==> src/design/ptts_pkg.sv <==
`timescale 1ns / 1ps
// ----------------------------------------------------------------------------
// ptts_pkg
// Shared types and constants of the periodic task tick scheduler.
// ----------------------------------------------------------------------------
package ptts_pkg;

  localparam int NUM_SLOTS = 8;
  localparam int IDX_W     = (NUM_SLOTS > 1) ? $clog2(NUM_SLOTS) : 1;
  localparam int CNT_W     = 32;
  localparam int ENTRY_W   = 2 * CNT_W;
  localparam int SLOT_W    = 3;
  localparam int CMD_W     = 3;
  localparam int KIND_W    = 2;
  localparam int S_DATA_W  = 72;
  localparam int M_DATA_W  = 8;

  typedef enum logic [CMD_W-1:0] {
    CMD_TICK    = 3'd0,
    CMD_CREATE  = 3'd1,
    CMD_RESUME  = 3'd2,
    CMD_SUSPEND = 3'd3,
    CMD_DELETE  = 3'd4
  } cmd_e;

  typedef enum logic [KIND_W-1:0] {
    KIND_STATUS = 2'd0,
    KIND_FIRED  = 2'd1,
    KIND_DONE   = 2'd2
  } kind_e;

  typedef enum logic [1:0] {
    ST_IDLE,
    ST_CMD,
    ST_EVAL,
    ST_DONE
  } state_e;

  typedef struct packed {
    kind_e             kind;
    logic [SLOT_W-1:0] fired_slot;
    logic              status;
    logic              last;
  } res_t;

  // slot entry: period in the upper half, countdown in the lower half
  typedef struct packed {
    logic               rd_en;
    logic [IDX_W-1:0]   rd_addr;
    logic               wr_en;
    logic [IDX_W-1:0]   wr_addr;
    logic [ENTRY_W-1:0] wdata;
  } ram_req_t;

endpackage

==> src/design/periodic_task_tick_scheduler.sv <==
`timescale 1ns / 1ps
// ----------------------------------------------------------------------------
// periodic_task_tick_scheduler
// Priority-indexed task slot table with tick-driven countdowns.
// ----------------------------------------------------------------------------
// command: after accept, ST_CMD hands the status item to the output register and
//   returns to ST_IDLE, where the next item is accepted
// tick: ST_EVAL walks every slot, holding while the output register cannot take a
//   fired item, then ST_DONE hands the done item on before the next item is accepted
// reset clears the used and suspended flags at once; the slot memory is not
//   cleared, a tick acts only on entries of used slots, which create has written
module periodic_task_tick_scheduler
  import ptts_pkg::*;
(
  input  logic                clk_i,
  input  logic                rst_ni,
  input  logic                s_axis_tvalid,
  output logic                s_axis_tready,
  input  logic [CMD_W-1:0]    s_axis_tuser,  // cmd
  input  logic [S_DATA_W-1:0] s_axis_tdata,  // slot[2:0], period[34:3], first_delay[66:35]
  output logic                m_axis_tvalid,
  input  logic                m_axis_tready,
  output logic [KIND_W-1:0]   m_axis_tuser,  // kind
  output logic [M_DATA_W-1:0] m_axis_tdata,  // fired_slot[2:0], status[3]
  output logic                m_axis_tlast   // last
);

  ram_req_t           ram_req;
  logic [ENTRY_W-1:0] ram_rdata;
  logic               res_valid;
  logic               res_ready;
  res_t               res;
  res_t               out_res;

  ptts_slot_ram u_ram (
    .clk_i   (clk_i),
    .req_i   (ram_req),
    .rdata_o (ram_rdata)
  );

  ptts_seq u_seq (
    .clk_i         (clk_i),
    .rst_ni        (rst_ni),
    .in_valid_i    (s_axis_tvalid),
    .in_ready_o    (s_axis_tready),
    .cmd_i         (s_axis_tuser),
    .slot_i        (s_axis_tdata[SLOT_W-1:0]),
    .period_i      (s_axis_tdata[SLOT_W+CNT_W-1:SLOT_W]),
    .first_delay_i (s_axis_tdata[SLOT_W+2*CNT_W-1:SLOT_W+CNT_W]),
    .ram_req_o     (ram_req),
    .ram_rdata_i   (ram_rdata),
    .res_valid_o   (res_valid),
    .res_o         (res),
    .res_ready_i   (res_ready)
  );

  ptts_out_buf u_out (
    .clk_i       (clk_i),
    .rst_ni      (rst_ni),
    .in_valid_i  (res_valid),
    .in_ready_o  (res_ready),
    .in_res_i    (res),
    .out_valid_o (m_axis_tvalid),
    .out_ready_i (m_axis_tready),
    .out_res_o   (out_res)
  );

  assign m_axis_tuser = out_res.kind;
  assign m_axis_tdata = {{(M_DATA_W - SLOT_W - 1){1'b0}}, out_res.status, out_res.fired_slot};
  assign m_axis_tlast = out_res.last;

endmodule

==> src/design/ptts_slot_ram.sv <==
`timescale 1ns / 1ps
// ----------------------------------------------------------------------------
// ptts_slot_ram
// Simple dual-port slot memory holding period and countdown, registered read.
// ----------------------------------------------------------------------------
module ptts_slot_ram
  import ptts_pkg::*;
(
  input  logic               clk_i,
  input  ram_req_t           req_i,
  output logic [ENTRY_W-1:0] rdata_o
);

  logic [ENTRY_W-1:0] mem_q [NUM_SLOTS];
  logic [ENTRY_W-1:0] rdata_q;

  always_ff @(posedge clk_i) begin
    if (req_i.wr_en) begin
      mem_q[req_i.wr_addr] <= req_i.wdata;
    end
  end

  always_ff @(posedge clk_i) begin
    if (req_i.rd_en) begin
      rdata_q <= mem_q[req_i.rd_addr];
    end
  end

  assign rdata_o = rdata_q;

endmodule

==> src/design/ptts_seq.sv <==
`timescale 1ns / 1ps
// ----------------------------------------------------------------------------
// ptts_seq
// Command decoder and tick walker: slot flags plus read-modify-write of the
// slot memory, one slot per cycle while no fired item is held back.
// ----------------------------------------------------------------------------
module ptts_seq
  import ptts_pkg::*;
(
  input  logic               clk_i,
  input  logic               rst_ni,
  input  logic               in_valid_i,
  output logic               in_ready_o,
  input  logic [CMD_W-1:0]   cmd_i,
  input  logic [SLOT_W-1:0]  slot_i,
  input  logic [CNT_W-1:0]   period_i,
  input  logic [CNT_W-1:0]   first_delay_i,
  output ram_req_t           ram_req_o,
  input  logic [ENTRY_W-1:0] ram_rdata_i,
  output logic               res_valid_o,
  output res_t               res_o,
  input  logic               res_ready_i
);

  state_e state_q, state_d;
  logic [IDX_W-1:0]     idx_q, idx_d;
  logic [NUM_SLOTS-1:0] used_q, used_d;
  logic [NUM_SLOTS-1:0] susp_q, susp_d;
  logic [CMD_W-1:0]     cmd_q;
  logic [SLOT_W-1:0]    slot_q;
  logic [CNT_W-1:0]     period_q;
  logic [CNT_W-1:0]     delay_q;

  logic                 accept;
  logic                 in_range;
  logic [IDX_W-1:0]     slot_idx;
  logic [CNT_W-1:0]     cd;
  logic [CNT_W-1:0]     per;
  logic                 elig;
  logic                 fire;

  assign accept   = in_valid_i && in_ready_o;
  assign in_range = 32'(slot_q) < NUM_SLOTS;
  assign slot_idx = IDX_W'(slot_q);
  assign cd       = ram_rdata_i[CNT_W-1:0];
  assign per      = ram_rdata_i[ENTRY_W-1:CNT_W];
  assign elig     = used_q[idx_q] && !susp_q[idx_q];
  assign fire     = elig && (cd == '0);

  always_ff @(posedge clk_i or negedge rst_ni) begin
    if (!rst_ni) begin
      state_q <= ST_IDLE;
      idx_q   <= '0;
      used_q  <= '0;
      susp_q  <= '0;
    end else begin
      state_q <= state_d;
      idx_q   <= idx_d;
      used_q  <= used_d;
      susp_q  <= susp_d;
    end
  end

  always_ff @(posedge clk_i) begin
    if (accept) begin
      cmd_q    <= cmd_i;
      slot_q   <= slot_i;
      period_q <= period_i;
      delay_q  <= first_delay_i;
    end
  end

  always_comb begin
    state_d     = state_q;
    idx_d       = idx_q;
    used_d      = used_q;
    susp_d      = susp_q;
    in_ready_o  = 1'b0;
    ram_req_o   = '0;
    res_valid_o = 1'b0;
    res_o       = '{kind: KIND_STATUS, fired_slot: '0, status: 1'b0, last: 1'b1};

    case (state_q)
      ST_IDLE: begin
        in_ready_o = 1'b1;
        if (in_valid_i) begin
          if (cmd_i == CMD_TICK) begin
            // fetch slot 0 so its entry is ready in the first walk cycle
            ram_req_o.rd_en   = 1'b1;
            ram_req_o.rd_addr = '0;
            idx_d             = '0;
            state_d           = ST_EVAL;
          end else begin
            state_d = ST_CMD;
          end
        end
      end

      ST_CMD: begin
        res_valid_o  = 1'b1;
        res_o.status = (cmd_q == CMD_CREATE) && (!in_range || used_q[slot_idx]);
        if (res_ready_i) begin
          state_d = ST_IDLE;
          case (cmd_q)
            CMD_CREATE: begin
              if (in_range && !used_q[slot_idx]) begin
                used_d[slot_idx]  = 1'b1;
                susp_d[slot_idx]  = 1'b0;
                ram_req_o.wr_en   = 1'b1;
                ram_req_o.wr_addr = slot_idx;
                ram_req_o.wdata   = {period_q, delay_q};
              end
            end
            CMD_RESUME: begin
              if (in_range) begin
                susp_d[slot_idx] = 1'b0;
              end
            end
            CMD_SUSPEND: begin
              if (in_range) begin
                susp_d[slot_idx] = 1'b1;
              end
            end
            CMD_DELETE: begin
              if (in_range) begin
                used_d[slot_idx] = 1'b0;
              end
            end
            default: ;
          endcase
        end
      end

      ST_EVAL: begin
        res_o.kind       = KIND_FIRED;
        res_o.fired_slot = SLOT_W'(idx_q);
        res_o.last       = 1'b0;
        res_valid_o      = fire;
        // hold the slot while a fired item cannot be handed on
        if (!fire || res_ready_i) begin
          ram_req_o.wr_en   = elig;
          ram_req_o.wr_addr = idx_q;
          ram_req_o.wdata   = {per, fire ? (per - 1'b1) : (cd - 1'b1)};
          if (idx_q == IDX_W'(NUM_SLOTS - 1)) begin
            state_d = ST_DONE;
          end else begin
            // next slot read overlaps this slot's write back
            ram_req_o.rd_en   = 1'b1;
            ram_req_o.rd_addr = idx_q + 1'b1;
            idx_d             = idx_q + 1'b1;
          end
        end
      end

      ST_DONE: begin
        res_o.kind  = KIND_DONE;
        res_valid_o = 1'b1;
        if (res_ready_i) begin
          state_d = ST_IDLE;
        end
      end

      default: begin
        state_d = ST_IDLE;
      end
    endcase
  end

  // write and next read never hit the same slot in one cycle
  assert property (@(posedge clk_i) disable iff (!rst_ni)
    (ram_req_o.wr_en && ram_req_o.rd_en) |-> (ram_req_o.wr_addr != ram_req_o.rd_addr))
    else $error("ptts_seq: read and write hit the same slot");

  assert property (@(posedge clk_i) disable iff (!rst_ni)
    (state_q == ST_EVAL && res_valid_o && !res_ready_i) |=>
      ($stable(idx_q) && state_q == ST_EVAL))
    else $error("ptts_seq: walk advanced past an undelivered firing");

  assert property (@(posedge clk_i) disable iff (!rst_ni)
    (state_q == ST_EVAL) |=> ($stable(used_q) && $stable(susp_q)))
    else $error("ptts_seq: slot flags changed during a tick");

  assert property (@(posedge clk_i) disable iff (!rst_ni)
    (res_valid_o && res_o.last) |-> (res_o.kind != KIND_FIRED))
    else $error("ptts_seq: firing item marked last");

endmodule

==> src/design/ptts_out_buf.sv <==
`timescale 1ns / 1ps
// ----------------------------------------------------------------------------
// ptts_out_buf
// One-entry output register between the sequencer and the result stream.
// ----------------------------------------------------------------------------
module ptts_out_buf
  import ptts_pkg::*;
(
  input  logic clk_i,
  input  logic rst_ni,
  input  logic in_valid_i,
  output logic in_ready_o,
  input  res_t in_res_i,
  output logic out_valid_o,
  input  logic out_ready_i,
  output res_t out_res_o
);

  logic valid_q, valid_d;
  res_t res_q;

  assign in_ready_o = !valid_q || out_ready_i;
  assign valid_d    = (in_valid_i && in_ready_o) || (valid_q && !out_ready_i);

  always_ff @(posedge clk_i or negedge rst_ni) begin
    if (!rst_ni) begin
      valid_q <= 1'b0;
    end else begin
      valid_q <= valid_d;
    end
  end

  always_ff @(posedge clk_i) begin
    if (in_valid_i && in_ready_o) begin
      res_q <= in_res_i;
    end
  end

  assign out_valid_o = valid_q;
  assign out_res_o   = res_q;

endmodule
==> config.mk <==
export PLATFORM = sky130hd
export DESIGN_NAME = periodic_task_tick_scheduler
export DESIGN_NICKNAME = d
export VERILOG_FILES = /design/src/design/ptts_pkg.sv /design/src/design/periodic_task_tick_scheduler.sv /design/src/design/ptts_slot_ram.sv /design/src/design/ptts_seq.sv /design/src/design/ptts_out_buf.sv
export SDC_FILE = /design/constraint.sdc
export NUM_CORES = 1
export LEC_CHECK = 0
export ABC_AREA = 1
export ABC_CLOCK_PERIOD_IN_PS = 9600
export BUFFER_PORTS_ARGS = -buffer_cell sky130_fd_sc_hd__buf_2
export CORE_UTILIZATION = 45
export CTS_CLUSTER_DIAMETER = 50
export CTS_CLUSTER_SIZE = 14
export DETAILED_ROUTE_END_ITERATION = 7
export GPL_ROUTABILITY_DRIVEN = 1
export GPL_TIMING_DRIVEN = 0
export HOLD_SLACK_MARGIN = 0.02
export SLEW_MARGIN = 30
export SYNTH_ARGS = -nofsm -noshare
export SYNTH_HDL_FRONTEND = slang
export SYNTH_HIERARCHICAL = 1
export SYNTH_SLANG_ARGS = --single-unit
export TNS_END_PERCENT = 30
==> constraint.sdc <==
create_clock -name clk_i -period 9.6 [get_ports clk_i]
set_clock_uncertainty 0.2 [all_clocks]
set_input_delay 0.48 -clock clk_i [delete_from_list [all_inputs] [get_ports clk_i]]
set_output_delay 0.48 -clock clk_i [all_outputs]
set_load 0.01 [all_outputs]
### Yosys cells after proc, flatten, opt, wreduce, memory -nomap -nowiden

Memories as Yosys holds them, arrays and structs flattened. A register that Yosys moved wholly into a read port is not among the register bits.
Cells that the tools add are included.

| word-level totals | value |
|---|---|
| bits in registers | 99 |
| latch bits | 0 |
| RAM bits | 512 |
| ROM bits | 0 |
| bits of input ports | 79 |
| output and inout port bits | 13 |
| word-level logic and storage cells | 104 |
| memories | 1 |

| cells by class | value |
|---|---|
| $add $sub $neg | 3 |
| multiply operators | 0 |
| divide/modulo/power cells | 0 |
| $lt $le $gt $ge | 3 |
| eq/ne operators | 15 |
| shifts and indexed selects | 0 |
| multiplexer cells | 39 |
| bitwise gates (word level) | 5 |
| reductions and logical operators | 25 |

Memories:

| memory | words | width | rd ports | clocked after Yosys merged registers in | write ports | RTL line | source |
|---|---|---|---|---|---|---|---|
| u_ram.mem_q | 8 | 64 | 1 | 1 | 1 | ptts_slot_ram.sv:14 | `logic [ENTRY_W-1:0] mem_q [NUM_SLOTS];` |

Operator list:

| operator | count |
|---|---|
| 2-to-1 mux 68 bit | 3 |
| one-hot mux 68 bit (2 select lines) | 1 |
| 2-to-1 mux 72 bit | 1 |
| subtractor 32 x 1 -> 32 bit, second input constant | 2 |
| logical NOT 32 bit | 1 |
| 2-to-1 mux 32 bit | 1 |
| one-hot mux 8 bit (3 select lines) | 1 |
| bitwise AND 8 bit | 2 |
| 2-to-1 mux 8 bit | 2 |
| bitwise OR 8 bit | 2 |
| one-hot mux 8 bit (2 select lines) | 1 |
| 2-to-1 mux 3 bit | 4 |
| 2-to-1 mux 4 bit | 3 |
| AND reduction 4 bit | 3 |
| 2-to-1 mux 2 bit | 5 |
| binary-select mux 1 bit (select 3 bit) | 3 |
| less-than comparator 3 x 4 -> 1 bit, second input constant | 2 |
| 2-to-1 mux 1 bit | 8 |
| inequality test 2 x 1 -> 1 bit, second input constant | 4 |
| inverter 8 bit | 1 |
| one-hot mux 4 bit (2 select lines) | 1 |
| logical AND 1 bit | 7 |
| equality test 3 x 2 -> 1 bit, second input constant | 2 |
| equality test 3 bit, second input constant | 2 |
| 19 further kinds | 28 |

### Depth between registers and ports, before layout

| depth | value |
|---|---|
| depth in word-level cells | 11 |
| depth in mapped cells | 20 |
| gate-level depth less buffers | 19 |

### Cells and area by module

The synthesis kept the hierarchy.

By module, submodules not included:

| module | instances | cells an instance | area an instance (µm²) | sequential area each (µm²) |
|---|---|---|---|---|
| ptts_slot_ram | 1 | 2,294 | 24,298.3 | 17,296.6 |
| ptts_seq | 1 | 882 | 6,371.1 | 2,627.5 |
| ptts_out_buf | 1 | 13 | 255.2 | 235.2 |
| periodic_task_tick_scheduler | 1 | 5 | 33.8 | 0.0 |

### Worst setup path after synthesis

No wires, ideal clock.

| path | value |
|---|---|
| path kind | reg2reg |
| from | reg u_seq.slot_q[1] (netlist: u_seq/slot_idx[1]) |
| to | mem u_ram/mem_q[7][0] in the netlist's numbering, enable pin |
| library setup time | 486 ps |
| arrival | 4,628 ps |
| data required time | 8,914 ps |
| setup slack | 4,286 ps |
| cell stages (with the launch flop) | 12 |
| buffers on the path | 3 |
| clock period less this slack | 5,314 ps |
| cells stage by stage | edfxtp_1 -> clkbuf_1 -> nor3_1 -> a221oi_1 -> nand3_1 -> inv_1 -> buf_2 -> buf_2 -> nand2_1 -> a21oi_1 -> nand2_1 -> nor2_1 |

RTL lines:

| element | RTL line | source |
|---|---|---|
| start: declaration | ptts_seq.sv:30 | `logic [SLOT_W-1:0] slot_q;` |
| start signal: assignment | ptts_seq.sv:67 | `slot_q <= slot_i;` |
| end: declaration | ptts_slot_ram.sv:14 |  |

==> results.sh <==
export IMPL_synth_top_area_share_pct=63.34
export IMPL_drcViolationCount=0
export IMPL_io_pins=92
export IMPL_hold_path_class="primary input to asynchronous set/reset pin"
export IMPL_ant_nets=0
export IMPL_root_buffer="clkbuf_16"
export IMPL_synth_area_per_cell_sq_um=9.693
export IMPL_grt_pass1_wl_um=137000
export IMPL_finalCriticalPeriod_ps=4637
export IMPL_critical_path_startpoint="u_seq/slot_idx[1]$_DFFE_PP_"
export IMPL_setup_viol=0
export IMPL_wirelength_um=92820
export IMPL_worstMarginPinSlew_ps=1033
export IMPL_ys_ff_latch=675
export IMPL_hold_ws_ps=132.8
export IMPL_insertion_delay_ps=660
export IMPL_drive_gt1_share_pct=12.20
export IMPL_rows=95
export IMPL_drt_initial_drc_count=2118
export IMPL_cp_max_fo=16
export IMPL_vdd_ir_drop_max_mv=0.1994
export IMPL_area_delta_synth_final_pct=19.00
export IMPL_fin_crit_sh_pct=48.31
export IMPL_path_clk_slew_ps=60
export IMPL_port_buffers=82
export IMPL_synth_edf_count=653
export IMPL_die_area_sq_mm=0.06985
export IMPL_yosys_top_cells_count="1,123 x nand2_1, 653 x edfxtp_1, 617 x inv_1"
export IMPL_max_slew_margin_rel_pct=31.12
export IMPL_dp_cells=4189
export IMPL_ys_async_sr_fraction_pct=3.259
export IMPL_grt_overflow=0
export IMPL_post_synth_top_count_cell="nand2_1"
export IMPL_die_y_um=264.3
export IMPL_max_freq_mhz=215.6
export IMPL_antenna_found_initial=4
export IMPL_fin_tns_setup_ps=0
export IMPL_rr_startpoint="u_seq/slot_idx[1]$_DFFE_PP_"
export IMPL_cts_tree="done"
export IMPL_layout_nets=3554
export IMPL_gp_congestion=0.9489
export IMPL_synthTopCellsByArea="edfxtp_1 63%, nand2_1 14%, inv_1 7.5%"
export IMPL_nFillCells=5753
export IMPL_hold_viol=0
export IMPL_wl_per_cell_um=21.10
export IMPL_firstDrtPassIters=5
export IMPL_maxCapViolations=0
export IMPL_clock_sinks=675
export IMPL_synth_cell_types=38
export IMPL_grt_max_degree=56
export IMPL_first_global_vias=22023
export IMPL_required_ps=9740
export IMPL_htree_levels=3
export IMPL_drv_slew=0
export IMPL_synthesis_area_sq_mm=0.03096
export IMPL_layoutNonFillerInstCount=4398
export IMPL_vias=22808
export IMPL_track_usage_pct=26.79
export IMPL_drt_vias_per_instance=5.186
export IMPL_worstSetupPathType="flip-flop to flip-flop"
export IMPL_synth_top_flop_cell="edfxtp_1"
export IMPL_synth_top_area_cell="edfxtp_1"
export IMPL_postSynthCellCount=3194
export IMPL_status="completed"
export IMPL_power_density_mw_per_mm2=245.8
export IMPL_critPathLaunchType="flip-flop"
export IMPL_cts_made_buffers=77
export IMPL_rsz0062_at_grt="no"
export IMPL_initial_core_util_pct=45.77
export IMPL_arrival_ps=4780
export IMPL_core_area_sq_mm=0.06763
export IMPL_clockBufferDepth=3
export IMPL_die_x_um=264.3
export IMPL_dpl_hpwl_um=62180
export IMPL_p_leak_nw=16.24
export IMPL_synth_seq_area_share_pct=65.12
export IMPL_cts_resized=0
export IMPL_yosys_warnings=6
export IMPL_end_kind="flip-flop"
sequential cells by signal, indices dropped and copies added, names as in the netlist, named ones only:
register	flops
u_seq/delay_q	32
u_seq/idx_q	3
u_ram/mem_q	512
u_seq/cmd_q	3
u_seq/slot_idx	3
u_seq/period_q	32
u_seq/state_q	2
u_out/out_valid_o	1
u_out/out_res_o	7
u_ram/rdata_o	64
through the flow:
step,instance area [sq um],setup slack [ps],util (%),power [mW]
after global placement,32470,-12.94,48.01,5.998
after detailed placement,33520,4958,49.56,6.056
after floorplan,30970,4286,-,5.083
final,36840,4963,54.47,9.056
after CTS,36840,4939,54.46,9.072
after global routing,36840,4723,54.46,9.401
routing by layer:
metal  vias to the layer above  global-route usage, %  routed length [um]
li1                      10686                      -                   -
met1                     10962                  35.19               38010
met2                       961                  43.46               43330
met5                         -                      0                   8
met3                       197                  5.854                7753
met4                         2                  10.18                3717
path summary, 6_finish.rpt:
kind,slack (ps),cells past startpoint,endpoint
min,130,2,asynchronous set/reset pin
max,4960,15,u_ram/mem_q[1][35]$_DFFE_PP_
max in group asynchronous,8700,2,asynchronous set/reset pin
min in group clk_i,160,3,u_seq/slot_idx[0]$_DFFE_PP_
max reg2reg,4960,15,u_ram/mem_q[1][35]$_DFFE_PP_
min reg2reg,280,2,flip-flop
worst max-delay path, stage by stage, from the launching register on:
cell	delay, ps
edfxtp_1	360
clkbuf_1	210
nand3_1	210
o22ai_1	120
a221oi_1	310
nand3_1	200
inv_1	160
buf_2	350
buf_2	410
nand2_1	130
a21oi_1	190
nand2_1	280
nor2_4	570
buf_16	230
buf_16	160
buf_16	180
layout by cell type, fill, tap and decap left out, types with 5 or more instances in the layout:
cell           netlist  routed
o21ai_0             33      33
nand3b_1            16      16
nor2_4               6      14
nand2_2             16      16
inv_2                6       6
clkinv_4             0       5
buf_6               17      17
nor3_1               9       9
dlygate4sd3_1        0      72
a21oi_1             78      78
clkbuf_16            0      81
buf_12               0       5
buf_2               63     145
inv_6                0      17
clkbuf_2             0       8
nand2_1           1123    1122
ha_1                 8       8
nand4_1              6       6
nor2_1              75      67
clkinv_2             0      13
buf_4               26      26
nand3_1            345     345
nor2_2              14      14
dfrtp_1             22      22
bufinv_16            0       5
edfxtp_1           653     653
clkbuf_1            24      20
inv_1              617     616
buf_16               0      31
final cells by class:
cell class / instances / area [sq um] / share of cell area [%]
inverters: 623 / 2344 / 6.361
repair buffers: 191 / 2100 / 5.699
plain buffers: 136 / 847.1 / 2.299
diodes: 1 / 2.502 / 0.006793
flip-flops and latches: 675 / 20160 / 54.72
clock inverters: 51 / 550.5 / 1.494
multi-input cells: 1763 / 7702 / 20.91
well taps: 873 / 1092 / 2.965
clock buffers: 85 / 2042 / 5.543
power breakdown:
group	internal (mW)	total [mW]	switching, mW
registers	3.64	3.79	0.154
logic	0.587	2.28	1.69
clock network	1.71	2.99	1.28
what timing repair did:
action | 4_1_cts | 5_1_grt
setup buffers | 0 | 0
hold buffers | 72 | 0
hold endpoints to repair | 93 | 0
kinds of logic after synthesis:
| family | share of synthesized area, % |
|---|---|
| flops | 65.12 |
| fa+ha+maj | 0.3233 |
| xor+xnor | 0.08489 |
| buf+inv | 10.26 |
| simple gates | 22.11 |
| other cells | 0.01211 |
| compound gates | 2.098 |
No activity file was read; power rests on OpenSTA's default activity.
